===== src/rtl/fwms_pkg.sv =====
package fwms_pkg;

   localparam int unsigned BYTE_W   = 8;
   localparam int unsigned WORD_W   = 32;
   localparam int unsigned OFF_W    = 9;
   localparam int unsigned CSR_ADDR_W = 1;

   localparam logic [63:0] HEAD_MARK     = 64'h3631_3630_7365_656B;
   localparam logic [63:0] TAIL_MARK     = 64'h3631_3630_7761_7665;
   localparam logic [31:0] NV_START_MARK = 32'h4E56_5354;
   localparam logic [31:0] NV_END_MARK   = 32'h4E56_4544;
   localparam int unsigned MIN_IMAGE     = 16;
   localparam int unsigned NV_MARK_LEN   = 4;

   localparam logic [CSR_ADDR_W-1:0] CSR_CODE_ADDR = 1'b0;
   localparam logic [CSR_ADDR_W-1:0] CSR_DATA_ADDR = 1'b1;

   typedef enum logic [1:0] {
      STATUS_OK     = 2'd0,
      STATUS_SHORT  = 2'd1,
      STATUS_FORMAT = 2'd2
   } status_type;

endpackage


===== src/rtl/fwms_if.sv =====
interface fwms_req_if import fwms_pkg::*; ();
   logic              valid;
   logic              ready;
   logic [BYTE_W-1:0] image_byte;
   logic              is_last;

   modport source (output valid, output image_byte, output is_last, input ready);
   modport sink   (input valid, input image_byte, input is_last, output ready);
endinterface

interface fwms_rsp_if import fwms_pkg::*; ();
   logic              valid;
   logic              ready;
   status_type        status;
   logic [OFF_W-1:0]  hdr_offset;
   logic [OFF_W-1:0]  tail_offset;
   logic              nv_found;
   logic [OFF_W-1:0]  nv_base;
   logic [OFF_W-1:0]  nv_size;
   logic [WORD_W-1:0] code_address;
   logic [WORD_W-1:0] data_address;

   modport source (output valid, output status, output hdr_offset,
                   output tail_offset, output nv_found, output nv_base,
                   output nv_size, output code_address, output data_address,
                   input ready);
   modport sink   (input valid, input status, input hdr_offset,
                   input tail_offset, input nv_found, input nv_base,
                   input nv_size, input code_address, input data_address,
                   output ready);
endinterface

interface fwms_csr_if import fwms_pkg::*; ();
   logic                  valid;
   logic                  ready;
   logic [CSR_ADDR_W-1:0] addr;
   logic [WORD_W-1:0]     data;

   modport source (output valid, output addr, output data, input ready);
   modport sink   (input valid, input addr, input data, output ready);
endinterface


===== src/rtl/firmware_image_marker_scanner_top.sv =====
// Firmware image marker scanner. Takes one image byte per beat, in order from
// offset zero, and scans the first WINDOW_BYTES bytes for the header, tail and
// NV region markers at 4-byte-aligned offsets. On the beat flagged is_last it
// returns one result beat (status, marker offsets, NV region, load addresses)
// and clears itself for the next image. A byte is taken every cycle unless
// stalled; the result appears in the cycle after the last byte is accepted,
// held in a single output register; req ready drops only while that register
// is full and not being taken. The load-address registers are written through
// the csr channel (index 0 code address, index 1 data address), always ready.
module firmware_image_marker_scanner_top import fwms_pkg::*; #(
   parameter int unsigned WINDOW_BYTES = 512
) (
   input  logic       clock,
   input  logic       reset,
   fwms_req_if.sink   req_chan,
   fwms_rsp_if.source rsp_chan,
   fwms_csr_if.sink   csr_chan
);

   localparam int unsigned POS_W = $clog2(WINDOW_BYTES);
   localparam int unsigned CNT_W = $clog2(WINDOW_BYTES + 1);
   localparam int unsigned EXT_W = POS_W + 2;

   function automatic logic [OFF_W-1:0] to_off(input logic [EXT_W-1:0] v);
      logic [EXT_W+OFF_W-1:0] w;
      w = {{OFF_W{1'b0}}, v};
      return w[OFF_W-1:0];
   endfunction

   logic [WORD_W-1:0] exp_code_ff;
   logic [WORD_W-1:0] exp_data_ff;

   logic [CNT_W-1:0]  cnt_ff, cnt_in;
   logic [63:0]       recent_ff, recent_in;
   logic              hdr_seen_ff, hdr_seen_in;
   logic [POS_W-1:0]  hdr_pos_ff, hdr_pos_in;
   logic              tail_seen_ff, tail_seen_in;
   logic [POS_W-1:0]  tail_pos_ff, tail_pos_in;
   logic              nvs_seen_ff, nvs_seen_in;
   logic [POS_W-1:0]  nvs_pos_ff, nvs_pos_in;
   logic              nve_seen_ff, nve_seen_in;
   logic [POS_W-1:0]  nve_pos_ff, nve_pos_in;
   logic [WORD_W-1:0] code_ff, code_in;
   logic [WORD_W-1:0] data_ff, data_in;

   logic              rsp_valid_ff, rsp_valid_in;
   status_type        status_ff, status_in;
   logic [OFF_W-1:0]  hdr_off_ff, hdr_off_in;
   logic [OFF_W-1:0]  tail_off_ff, tail_off_in;
   logic              nv_found_ff, nv_found_in;
   logic [OFF_W-1:0]  nv_off_ff, nv_off_in;
   logic [OFF_W-1:0]  nv_cap_ff, nv_cap_in;
   logic [WORD_W-1:0] code_out_ff, code_out_in;
   logic [WORD_W-1:0] data_out_ff, data_out_in;

   logic              accept;
   logic              accept_last;
   logic [POS_W-1:0]  pos;
   logic [EXT_W-1:0]  pos_ext;
   logic [EXT_W-1:0]  hdr_ext_ff;
   logic [EXT_W-1:0]  hdr_ext, tail_ext, nvs_ext, nve_ext, nvs_end_ext, len_ext;
   logic              nv_ok;

   assign req_chan.ready = !rsp_valid_ff || rsp_chan.ready;
   assign accept         = req_chan.valid && req_chan.ready;
   assign accept_last    = accept && req_chan.is_last;
   assign csr_chan.ready = 1'b1;

   assign pos        = cnt_ff[POS_W-1:0];
   assign pos_ext    = EXT_W'(pos);
   assign hdr_ext_ff = EXT_W'(hdr_pos_ff);

   // Per-byte scan
   always_comb begin
      cnt_in       = cnt_ff;
      recent_in    = recent_ff;
      hdr_seen_in  = hdr_seen_ff;
      hdr_pos_in   = hdr_pos_ff;
      tail_seen_in = tail_seen_ff;
      tail_pos_in  = tail_pos_ff;
      nvs_seen_in  = nvs_seen_ff;
      nvs_pos_in   = nvs_pos_ff;
      nve_seen_in  = nve_seen_ff;
      nve_pos_in   = nve_pos_ff;
      code_in      = code_ff;
      data_in      = data_ff;
      if (cnt_ff < CNT_W'(WINDOW_BYTES)) begin
         cnt_in    = cnt_ff + 1'b1;
         recent_in = {req_chan.image_byte, recent_ff[63:8]};
         if (pos[1:0] == 2'b11) begin
            if (hdr_seen_ff && pos_ext == hdr_ext_ff + EXT_W'(11)) begin
               code_in = recent_in[63:32];
            end
            if (hdr_seen_ff && pos_ext == hdr_ext_ff + EXT_W'(15)) begin
               data_in = recent_in[63:32];
            end
            if (pos[POS_W-1:2] != '0) begin
               if (!hdr_seen_ff && recent_in == HEAD_MARK) begin
                  hdr_seen_in = 1'b1;
                  hdr_pos_in  = pos - POS_W'(7);
               end
               if (!tail_seen_ff && recent_in == TAIL_MARK) begin
                  tail_seen_in = 1'b1;
                  tail_pos_in  = pos - POS_W'(7);
               end
            end
            if (!nvs_seen_ff && recent_in[63:32] == NV_START_MARK) begin
               nvs_seen_in = 1'b1;
               nvs_pos_in  = pos - POS_W'(3);
            end
            if (!nve_seen_ff && recent_in[63:32] == NV_END_MARK) begin
               nve_seen_in = 1'b1;
               nve_pos_in  = pos - POS_W'(3);
            end
         end
      end
   end

   // Result from the state after this byte
   assign hdr_ext     = EXT_W'(hdr_pos_in);
   assign tail_ext    = EXT_W'(tail_pos_in);
   assign nvs_ext     = EXT_W'(nvs_pos_in);
   assign nve_ext     = EXT_W'(nve_pos_in);
   assign nvs_end_ext = nvs_ext + EXT_W'(NV_MARK_LEN);
   assign len_ext     = EXT_W'(cnt_in);

   assign nv_ok = nvs_seen_in && nve_seen_in &&
                  nvs_end_ext <= hdr_ext &&
                  nve_ext + EXT_W'(NV_MARK_LEN) <= hdr_ext &&
                  nve_ext >= nvs_end_ext;

   always_comb begin
      status_in   = STATUS_OK;
      hdr_off_in  = '0;
      tail_off_in = '0;
      nv_found_in = 1'b0;
      nv_off_in   = '0;
      nv_cap_in   = '0;
      code_out_in = '0;
      data_out_in = '0;
      priority if (len_ext < EXT_W'(MIN_IMAGE)) begin
         status_in = STATUS_SHORT;
      end else if (!hdr_seen_in || !tail_seen_in ||
                   hdr_ext + EXT_W'(MIN_IMAGE) > len_ext ||
                   tail_ext <= hdr_ext + EXT_W'(MIN_IMAGE) ||
                   code_in != exp_code_ff || data_in != exp_data_ff) begin
         status_in = STATUS_FORMAT;
      end else begin
         hdr_off_in  = to_off(hdr_ext);
         tail_off_in = to_off(tail_ext);
         code_out_in = code_in;
         data_out_in = data_in;
         if (nv_ok) begin
            nv_found_in = 1'b1;
            nv_off_in   = to_off(nvs_end_ext);
            nv_cap_in   = to_off(nve_ext - nvs_end_ext);
         end
      end
   end

   always_comb begin
      rsp_valid_in = rsp_valid_ff;
      if (accept_last) begin
         rsp_valid_in = 1'b1;
      end else if (rsp_chan.ready) begin
         rsp_valid_in = 1'b0;
      end
   end

   always_ff @(posedge clock) begin
      if (reset) begin
         exp_code_ff <= '0;
         exp_data_ff <= '0;
      end else if (csr_chan.valid) begin
         unique case (csr_chan.addr)
            CSR_CODE_ADDR: exp_code_ff <= csr_chan.data;
            CSR_DATA_ADDR: exp_data_ff <= csr_chan.data;
            default: ;
         endcase
      end
   end

   always_ff @(posedge clock) begin
      if (reset || accept_last) begin
         cnt_ff       <= '0;
         recent_ff    <= '0;
         hdr_seen_ff  <= 1'b0;
         hdr_pos_ff   <= '0;
         tail_seen_ff <= 1'b0;
         tail_pos_ff  <= '0;
         nvs_seen_ff  <= 1'b0;
         nvs_pos_ff   <= '0;
         nve_seen_ff  <= 1'b0;
         nve_pos_ff   <= '0;
         code_ff      <= '0;
         data_ff      <= '0;
      end else if (accept) begin
         cnt_ff       <= cnt_in;
         recent_ff    <= recent_in;
         hdr_seen_ff  <= hdr_seen_in;
         hdr_pos_ff   <= hdr_pos_in;
         tail_seen_ff <= tail_seen_in;
         tail_pos_ff  <= tail_pos_in;
         nvs_seen_ff  <= nvs_seen_in;
         nvs_pos_ff   <= nvs_pos_in;
         nve_seen_ff  <= nve_seen_in;
         nve_pos_ff   <= nve_pos_in;
         code_ff      <= code_in;
         data_ff      <= data_in;
      end
   end

   always_ff @(posedge clock) begin
      if (reset) begin
         rsp_valid_ff <= 1'b0;
      end else begin
         rsp_valid_ff <= rsp_valid_in;
      end
   end

   always_ff @(posedge clock) begin
      if (accept_last) begin
         status_ff   <= status_in;
         hdr_off_ff  <= hdr_off_in;
         tail_off_ff <= tail_off_in;
         nv_found_ff <= nv_found_in;
         nv_off_ff   <= nv_off_in;
         nv_cap_ff   <= nv_cap_in;
         code_out_ff <= code_out_in;
         data_out_ff <= data_out_in;
      end
   end

   assign rsp_chan.valid        = rsp_valid_ff;
   assign rsp_chan.status       = status_ff;
   assign rsp_chan.hdr_offset   = hdr_off_ff;
   assign rsp_chan.tail_offset  = tail_off_ff;
   assign rsp_chan.nv_found     = nv_found_ff;
   assign rsp_chan.nv_base      = nv_off_ff;
   assign rsp_chan.nv_size      = nv_cap_ff;
   assign rsp_chan.code_address = code_out_ff;
   assign rsp_chan.data_address = data_out_ff;

endmodule


===== src/flat_wrapper.sv =====
// flat-port wrapper written by rule: the top's interface ports become plain ports
module firmware_image_marker_scanner_top_flat import fwms_pkg::*;
#(
   parameter int unsigned WINDOW_BYTES = 512
)
  (clock, reset, req_chan_valid, req_chan_image_byte, req_chan_is_last, req_chan_ready, rsp_chan_valid, rsp_chan_status, rsp_chan_hdr_offset, rsp_chan_tail_offset, rsp_chan_nv_found, rsp_chan_nv_base, rsp_chan_nv_size, rsp_chan_code_address, rsp_chan_data_address, rsp_chan_ready, csr_chan_valid, csr_chan_addr, csr_chan_data, csr_chan_ready);
  fwms_req_if req_chan_i ();
  fwms_rsp_if rsp_chan_i ();
  fwms_csr_if csr_chan_i ();
  input  logic clock;
  input  logic reset;
  input wire logic [$bits(req_chan_i.valid)-1:0] req_chan_valid;
  input wire logic [$bits(req_chan_i.image_byte)-1:0] req_chan_image_byte;
  input wire logic [$bits(req_chan_i.is_last)-1:0] req_chan_is_last;
  output wire logic [$bits(req_chan_i.ready)-1:0] req_chan_ready;
  output wire logic [$bits(rsp_chan_i.valid)-1:0] rsp_chan_valid;
  output wire logic [$bits(rsp_chan_i.status)-1:0] rsp_chan_status;
  output wire logic [$bits(rsp_chan_i.hdr_offset)-1:0] rsp_chan_hdr_offset;
  output wire logic [$bits(rsp_chan_i.tail_offset)-1:0] rsp_chan_tail_offset;
  output wire logic [$bits(rsp_chan_i.nv_found)-1:0] rsp_chan_nv_found;
  output wire logic [$bits(rsp_chan_i.nv_base)-1:0] rsp_chan_nv_base;
  output wire logic [$bits(rsp_chan_i.nv_size)-1:0] rsp_chan_nv_size;
  output wire logic [$bits(rsp_chan_i.code_address)-1:0] rsp_chan_code_address;
  output wire logic [$bits(rsp_chan_i.data_address)-1:0] rsp_chan_data_address;
  input wire logic [$bits(rsp_chan_i.ready)-1:0] rsp_chan_ready;
  input wire logic [$bits(csr_chan_i.valid)-1:0] csr_chan_valid;
  input wire logic [$bits(csr_chan_i.addr)-1:0] csr_chan_addr;
  input wire logic [$bits(csr_chan_i.data)-1:0] csr_chan_data;
  output wire logic [$bits(csr_chan_i.ready)-1:0] csr_chan_ready;
  assign req_chan_i.valid = req_chan_valid;
  assign req_chan_i.image_byte = req_chan_image_byte;
  assign req_chan_i.is_last = req_chan_is_last;
  assign req_chan_ready = req_chan_i.ready;
  assign rsp_chan_valid = rsp_chan_i.valid;
  assign rsp_chan_status = rsp_chan_i.status;
  assign rsp_chan_hdr_offset = rsp_chan_i.hdr_offset;
  assign rsp_chan_tail_offset = rsp_chan_i.tail_offset;
  assign rsp_chan_nv_found = rsp_chan_i.nv_found;
  assign rsp_chan_nv_base = rsp_chan_i.nv_base;
  assign rsp_chan_nv_size = rsp_chan_i.nv_size;
  assign rsp_chan_code_address = rsp_chan_i.code_address;
  assign rsp_chan_data_address = rsp_chan_i.data_address;
  assign rsp_chan_i.ready = rsp_chan_ready;
  assign csr_chan_i.valid = csr_chan_valid;
  assign csr_chan_i.addr = csr_chan_addr;
  assign csr_chan_i.data = csr_chan_data;
  assign csr_chan_ready = csr_chan_i.ready;
  firmware_image_marker_scanner_top #(.WINDOW_BYTES(WINDOW_BYTES)) u_core (.clock(clock), .reset(reset), .req_chan(req_chan_i), .rsp_chan(rsp_chan_i), .csr_chan(csr_chan_i));
endmodule

===== config.mk =====
export PLATFORM = sky130hd
export DESIGN_NAME = firmware_image_marker_scanner_top_flat
export DESIGN_NICKNAME = d
export VERILOG_FILES = /design/src/rtl/fwms_pkg.sv /design/src/rtl/fwms_if.sv /design/src/rtl/firmware_image_marker_scanner_top.sv /design/src/flat_wrapper.sv
export SDC_FILE = /design/constraint.sdc
export NUM_CORES = 1
export LEC_CHECK = 0
export ABC_AREA = 0
export ABC_CLOCK_PERIOD_IN_PS = 7050
export BUFFER_PORTS_ARGS = -buffer_cell sky130_fd_sc_hd__buf_2
export CORE_MARGIN = 8
export CORE_UTILIZATION = 60
export DETAILED_ROUTE_END_ITERATION = 8
export HOLD_SLACK_MARGIN = 0.15
export PLACE_DENSITY = 0.8
export SYNTH_ARGS = -nofsm -noshare
export SYNTH_HDL_FRONTEND = slang
export SYNTH_SLANG_ARGS = --single-unit

===== constraint.sdc =====
create_clock -name clock -period 7.05 [get_ports clock]
set_input_delay 0.705 -clock clock [delete_from_list [all_inputs] [get_ports clock]]
set_output_delay 0.705 -clock clock [all_outputs]
set_load 0.01 [all_outputs]

; Word-level counts from Yosys, hierarchy flattened
; Cells that the tools add are included.
[totals]
regBits = 346
latchBits = 0
ram_bits = 0
mem_bits_ro = 0
inputBits = 47
output_inout_bits = 106
n_memories = 0
[classes]
n_addsub = 9
mul = 0
div_mod_pow = 0
order_cmp = 7
eq_ne = 9
n_shift = 0
mux = 39
bitwise = 2
n_reduce_logical = 33
[op_table]
columns = op, n
row1 = 2-to-1 mux 32 bit, 6
row2 = == test 64 x 62 -> 1 bit (second input constant), 2
row3 = 2-to-1 mux 9 bit, 14
row4 = == test 32 x 31 -> 1 bit (second input constant), 2
row5 = != test 32 bit, 2
row6 = == test 9 x 11 -> 1 bit, 2
row7 = adder 9 x 3 -> 10 bit (second input constant), 2
row8 = adder 9 x 4 -> 10 bit (second input constant), 2
row9 = 2-to-1 mux 1 bit, 17
row10 = logical AND 1 bit, 12
row11 = greater-than comparator 11 x 10 -> 1 bit, 1
row12 = <= comparator 11 x 9 -> 1 bit, 1
row13 = <= comparator 9 x 11 -> 1 bit, 1
row14 = adder 10 x 1 -> 10 bit (second input constant), 1
row15 = adder 9 x 5 -> 10 bit (second input constant), 1
row16 = >= comparator 9 x 10 -> 1 bit, 1
row17 = <= comparator 10 x 9 -> 1 bit, 1
row18 = < comparator 10 bit (second input constant), 1
row19 = < comparator 10 x 5 -> 1 bit (second input constant), 1
row20 = 2-to-1 mux 10 bit, 1
row21 = subtractor 9 x 2 -> 9 bit (second input constant), 1
row22 = subtractor 9 x 3 -> 9 bit (second input constant), 1
row23 = subtractor 9 bit, 1
row24 = logical NOT 1 bit, 7
row25 = other kinds (9), 18

; Longest topological paths before layout
[logic_depth]
word_depth = 13
depth_mapped = 25
ltp_nobuf = 21

; Worst setup path before layout
; OpenSTA, ideal clock, no wires.
[synth_path]
path_kind = input to register
startpoint = in req_chan_image_byte[0]
endpoint = reg u_core.nv_cap_ff[6], in the netlist u_core.rsp_chan.nv_size[6], data pin
arrival_time_ns = 6.279
t_required_ns = 6.894
slack_ns = 0.615
path_stages = 23
path_buffers = 5
path_cell_list = clkbuf_1 > or4b_4 > nor4_4 > nand4_2 > or4_1 > clkbuf_1 > buf_1 > mux2i_1 > inv_1 > ha_1 > nand2_1 > xor2_1 > ha_1 > a21o_1 > a221o_1 > o32a_1 > or4_1 > a2111o_1 > nor4_1 > nand4_1 > buf_2 > buf_6 > nor3_2
[synth_between]
elab_chain_len = 13
elab_cells_between_ends = 66
classes_between = add/sub (4) / order compare (5) / eq/ne (6) / mux (34) / bitwise (1) / reduce/logical (16)
[synth_lines]
columns = item, line
row1 = from (decl), flat_wrapper.sv:13  ; input wire logic [$bits(req_chan_i.image_byte)-1:0] req_chan_image_byte;
row2 = == test 64 x 62 -> 1 bit (*), firmware_image_marker_scanner_top.sv:98  ; if (!hdr_seen_ff && recent_in == HEAD_MARK) begin
row3 = logical AND 1 bit (*), firmware_image_marker_scanner_top.sv:98
row4 = 2-to-1 mux 9 bit (*), firmware_image_marker_scanner_top.sv:98
row5 = 2-to-1 mux 9 bit (*), firmware_image_marker_scanner_top.sv:97  ; if (pos[POS_W-1:2] != '0) begin
row6 = 2-to-1 mux 9 bit (*), firmware_image_marker_scanner_top.sv:90  ; if (pos[1:0] == 2'b11) begin
row7 = 2-to-1 mux 9 bit (*), firmware_image_marker_scanner_top.sv:87  ; if (cnt_ff < CNT_W'(WINDOW_BYTES)) begin
row8 = net u_core.hdr_pos_in[4], firmware_image_marker_scanner_top.sv:36  ; logic [POS_W-1:0] hdr_pos_ff, hdr_pos_in;
row9 = adder 9 x 5 -> 10 bit, "firmware_image_marker_scanner_top.sv:144, firmware_image_marker_scanner_top.sv:145"
row10 = greater-than comparator 11 x 10 -> 1 bit, firmware_image_marker_scanner_top.sv:144  ; hdr_ext + EXT_W'(MIN_IMAGE) > len_ext ||
row11 = logical OR 1 bit, firmware_image_marker_scanner_top.sv:143  ; end else if (!hdr_seen_in || !tail_seen_in ||
row12 = logical OR 1 bit, firmware_image_marker_scanner_top.sv:144
row13 = logical OR 1 bit, firmware_image_marker_scanner_top.sv:145  ; tail_ext <= hdr_ext + EXT_W'(MIN_IMAGE) ||
row14 = logical OR 1 bit, firmware_image_marker_scanner_top.sv:146  ; code_in != exp_code_ff || data_in != exp_data_ff) begin
row15 = OR reduction 3 bit (no line) (*), n/a
row16 = to (signal assigned), firmware_image_marker_scanner_top.sv:228  ; nv_cap_ff <= nv_cap_in;
row17 = to (decl), firmware_image_marker_scanner_top.sv:52  ; logic [OFF_W-1:0] nv_cap_ff, nv_cap_in;
; Mark *: on every way through the listed nets, which the timed path passes. The rest lies on a longest branch.
; A chain may end at the register's enable or synchronous reset.

; Worst setup path in the final report
[layout_path]
startpoint = reg u_core.cnt_ff[1]
endpoint = reg u_core.nv_cap_ff[2], in the netlist u_core.rsp_chan.nv_size[2], data pin
[layout_between]
elab_chain_len = 12
elab_cells_between_ends = 63
classes_between = add/sub (7) / order compare (7) / eq/ne (5) / mux (29) / bitwise (1) / reduce/logical (14)
[layout_lines]
columns = item, line
row1 = from (decl), firmware_image_marker_scanner_top.sv:33  ; logic [CNT_W-1:0] cnt_ff, cnt_in;
row2 = from (signal assigned), firmware_image_marker_scanner_top.sv:198  ; cnt_ff <= cnt_in;
row3 = subtractor 9 x 3 -> 9 bit, firmware_image_marker_scanner_top.sv:100  ; hdr_pos_in = pos - POS_W'(7);
row4 = 2-to-1 mux 9 bit, firmware_image_marker_scanner_top.sv:98
row5 = 2-to-1 mux 9 bit, firmware_image_marker_scanner_top.sv:97
row6 = 2-to-1 mux 9 bit, firmware_image_marker_scanner_top.sv:90
row7 = 2-to-1 mux 9 bit (*), firmware_image_marker_scanner_top.sv:87
row8 = net u_core.hdr_pos_in[4], firmware_image_marker_scanner_top.sv:36
row9 = adder 9 x 5 -> 10 bit, "firmware_image_marker_scanner_top.sv:144, firmware_image_marker_scanner_top.sv:145"
row10 = greater-than comparator 11 x 10 -> 1 bit, firmware_image_marker_scanner_top.sv:144
row11 = logical OR 1 bit, firmware_image_marker_scanner_top.sv:143
row12 = logical OR 1 bit, firmware_image_marker_scanner_top.sv:144
row13 = logical OR 1 bit, firmware_image_marker_scanner_top.sv:145
row14 = logical OR 1 bit, firmware_image_marker_scanner_top.sv:146
row15 = OR reduction 3 bit (no line) (*), n/a
; Marks and branches as above.

==> flow_metrics.tcl <==
set metrics [dict create \
    outcome "completed" \
    numPortBuffers 151 \
    worst_pin_slew_ps 1359 \
    post-synth-top-area-cell "dfxtp_1" \
    synth_area_leaders "dfxtp_1, edfxtp_1, nand2_1" \
    setup_viol 0 \
    r2r_end "u_core.rsp_chan.nv_size[2]$_SDFFCE_PP0P_" \
    cts-resized-gates 0 \
    min_period_ps 6596 \
    clk_pin_slew_ps 60 \
    syn_area_um2 17500 \
    num-fill-cells 2392 \
    final_cell_mix "nand2_1, a21oi_1, dfxtp_1, buf_2, nor2_1" \
    finalCritPeriodShare_pct 93.56 \
    ys_async_sr_fraction_pct 0 \
    worstPathCellList "ha_2 -> or4b_1 -> nor4_4 -> nand4_2 -> or4_1 -> mux2i_1 -> inv_1 -> ha_1 -> nand2_1 -> xor2_1 -> ha_1 -> a21o_1 -> a221o_1 -> o32a_1 -> or4_1 -> a2111o_1 -> nor4_1 -> nand4_1 -> buf_12 -> nor4_2" \
    synth_top_cell_area_share_pct 26.88 \
    cts_tree "built" \
    slew_headroom_pct 9.312 \
    synthCells 2115 \
    setup_tns_ps 0 \
    critPathLaunch "u_core.cnt_ff[1]$_SDFFE_PP0P_" \
    diodes 0 \
    dieArea_um2 34900 \
    place_area_um2 18650 \
    wl_per_cell_um 24.15 \
    rows 62 \
    cts_sinks 338 \
    end_kind "flop" \
    viasPerCell 6.272 \
    crit_cells 20 \
    grtUsageTotal_pct 34.73 \
    dp_hpwl_um 45680 \
    postLayoutCoreUtil_pct 69.41 \
    synthDistinctLibCells 77 \
    rsz0062_at_grt "no" \
    htreeDepth 2 \
    cts_hold_buf 0 \
    critical_path_arrival_ps 6940 \
    hold_viol 0 \
    crit_type "flop to flop" \
    clock_path_buffers 3 \
    cts_made_buffers 37 \
    critPathMaxFanout 94 \
    layout_commonest_cell "nand2_1" \
    stdcell_count 2621 \
    via_count 16440 \
    synth_nets 2214 \
    place_congestion 1.018 \
    synth_edf_count 103 \
    drcViolationCount 0 \
    reg2reg_depth 20 \
    fmax_mhz 151.6 \
    firstDrtPassIters 8 \
    power_density_nw_per_um2 227.3 \
    critPathRequiredTime_ps 7400 \
    io_pins 153 \
    drtIter0Drc 2199 \
    grt_overflow 0 \
    r2r-start "u_core.cnt_ff[1]$_SDFFE_PP0P_" \
    slowest_delay_ps 690 \
    finalInstanceArea_um2 19920 \
    ys.flop_type "dfxtp_1" \
    r2r_slack_ps 450 \
    drive_gt1_share_pct 14.30 \
    path_delay_family "simple AND/OR/NAND/NOR gates" \
    grt_max_degree 95 \
    p_leak_nw 7.304 \
    post_cts_buffers 0 \
    start_kind "flop" \
    grt_pass1_vias 15340 \
    pre_cts_ws_ps 357.5 \
    root_buffer "clkbuf_16" \
    seqCellArea_um2 7799 \
    die_y_um 186.8 \
    syn_to_final_growth_pct 13.81 \
    fin_skew_ps 15.37 \
    drv_cap 0 \
    holdWs_ps 436.1 \
    critPathBufInv 2 \
    coreArea_um2 28700 \
    placed_cells 2557 \
    ys_ff_latch 338 \
    slew_violations 0 \
    setup_slack_ps 453.7 \
    endpoint "u_core.rsp_chan.nv_size[2]$_SDFFCE_PP0P_" \
    nets 2311 \
    p_total_mw 4.527 \
    antenna_violating_nets_post_route 0 \
    initial_core_util_pct 60.99 \
    grt_first_pass_wirelength_um 94350 \
    yosysSeqAreaShare_pct 44.55 \
    ys_warn_count 0 \
    fp.dieW_um 186.8 \
    peakVddDrop_mv 0.2150 \
    clock_latency_ps 530 \
    hp-class "input pin to flop" \
    antenna_found_initial 1 \
    synth.avg_cell_area_um2 8.276 \
    slowest_stage "or4_1" \
    multi_input_area_um2 8792 \
    routed_wirelength_um 63310 \
]
registers in the layout (all words and copies together), names as in the netlist, 10 cells and up:
register / count
u_core.exp_code_ff: 32
u_core.exp_data_ff: 32
u_core.cnt_ff: 10
u_core.code_ff: 32
u_core.rsp_chan.data_address: 32
u_core.data_ff: 32
u_core.rsp_chan.code_address: 32
u_core.recent_ff: 56
logic make-up after synthesis:
logic type | Yosys count | synth area share [%]
xor+xnor | 133 | 6.655
other cells | 1 | 0.02142
buf+inv | 241 | 5.389
fa+ha+maj | 52 | 3.760
flops | 338 | 44.55
mux | 39 | 2.280
compound gates | 464 | 15.43
simple gates | 847 | 21.92
final cells by class:
type | instances | share of cell area, %
multi-input combinational | 1536 | 44.13
sequential | 338 | 39.15
timing repair buffer | 219 | 6.419
clock buffer | 49 | 5.282
tap | 384 | 2.412
inverter | 80 | 1.520
clock inverter | 15 | 1.087
routing by layer:
metal,wire [um],vias up,global-route usage [%],part of all wire [%]
met3,8657,154,11.48,14
li1,-,7445,-,-
met1,26360,7800,48.66,42
met5,8,-,0,0.013
met2,26150,1037,49.56,41
met4,2140,2,11.61,3.4
synthesized netlist by cell type, types with 5 or more instances:
library cell  instances
nor3_2               14
and3_1               11
nor4bb_1              5
nor2_1              111
xor2_1               63
o21ai_0              40
a221oi_1              8
a31oi_1               6
nand4_1              19
nand3_1              34
nand2b_1             14
edfxtp_1            103
a2111oi_0             5
mux2i_1              32
o21a_1                5
ha_1                 51
inv_1                79
nor4_1               16
mux2_2                7
or3_1                 5
or4_1                 6
dfxtp_1             235
nor3b_1               5
o221ai_1              6
or4bb_1               5
xnor2_1              70
a211oi_1             22
nand2_1             524
a21o_1               12
o22ai_1              15
buf_1                10
nor3_1               29
o211ai_1              6
clkbuf_1            129
buf_2                19
nor2b_1              18
a21oi_1             299
how the worst min path moves through the flow:
stage                                      start                                  end  slack (ps)  depth (start not counted)
6_report                        csr_chan_data[8]   u_core.exp_data_ff[8]$_SDFFE_PP0P_         440                          3
5_1_grt                         csr_chan_data[1]   u_core.exp_code_ff[1]$_SDFFE_PP0P_         440                          3
4_1_cts                        csr_chan_data[16]  u_core.exp_code_ff[16]$_SDFFE_PP0P_         430                          3
3_5_place_dp   u_core.recent_ff[15]$_SDFFE_PP0P_    u_core.recent_ff[15]$_SDFFE_PP0P_         450                          2
3_3_place_gp     u_core.data_ff[30]$_SDFFE_PP0P_      u_core.data_ff[30]$_SDFFE_PP0P_         440                          2
2_1_floorplan    u_core.data_ff[11]$_SDFFE_PP0P_      u_core.data_ff[11]$_SDFFE_PP0P_         430                          2
report_power, final:
part	internal [mW]	switching, mW	leakage, nW	total, mW
logic	0.131	0.264	3.87	0.395
clock network	1.24	0.793	0.626	2.03
registers	2.05	0.0501	2.81	2.10
tightest hold or removal path, stage by stage:
cell     delay [ps]
buf_2           100
nand2_1          50
a21oi_1          50
(Power assumes the default switching activity.)
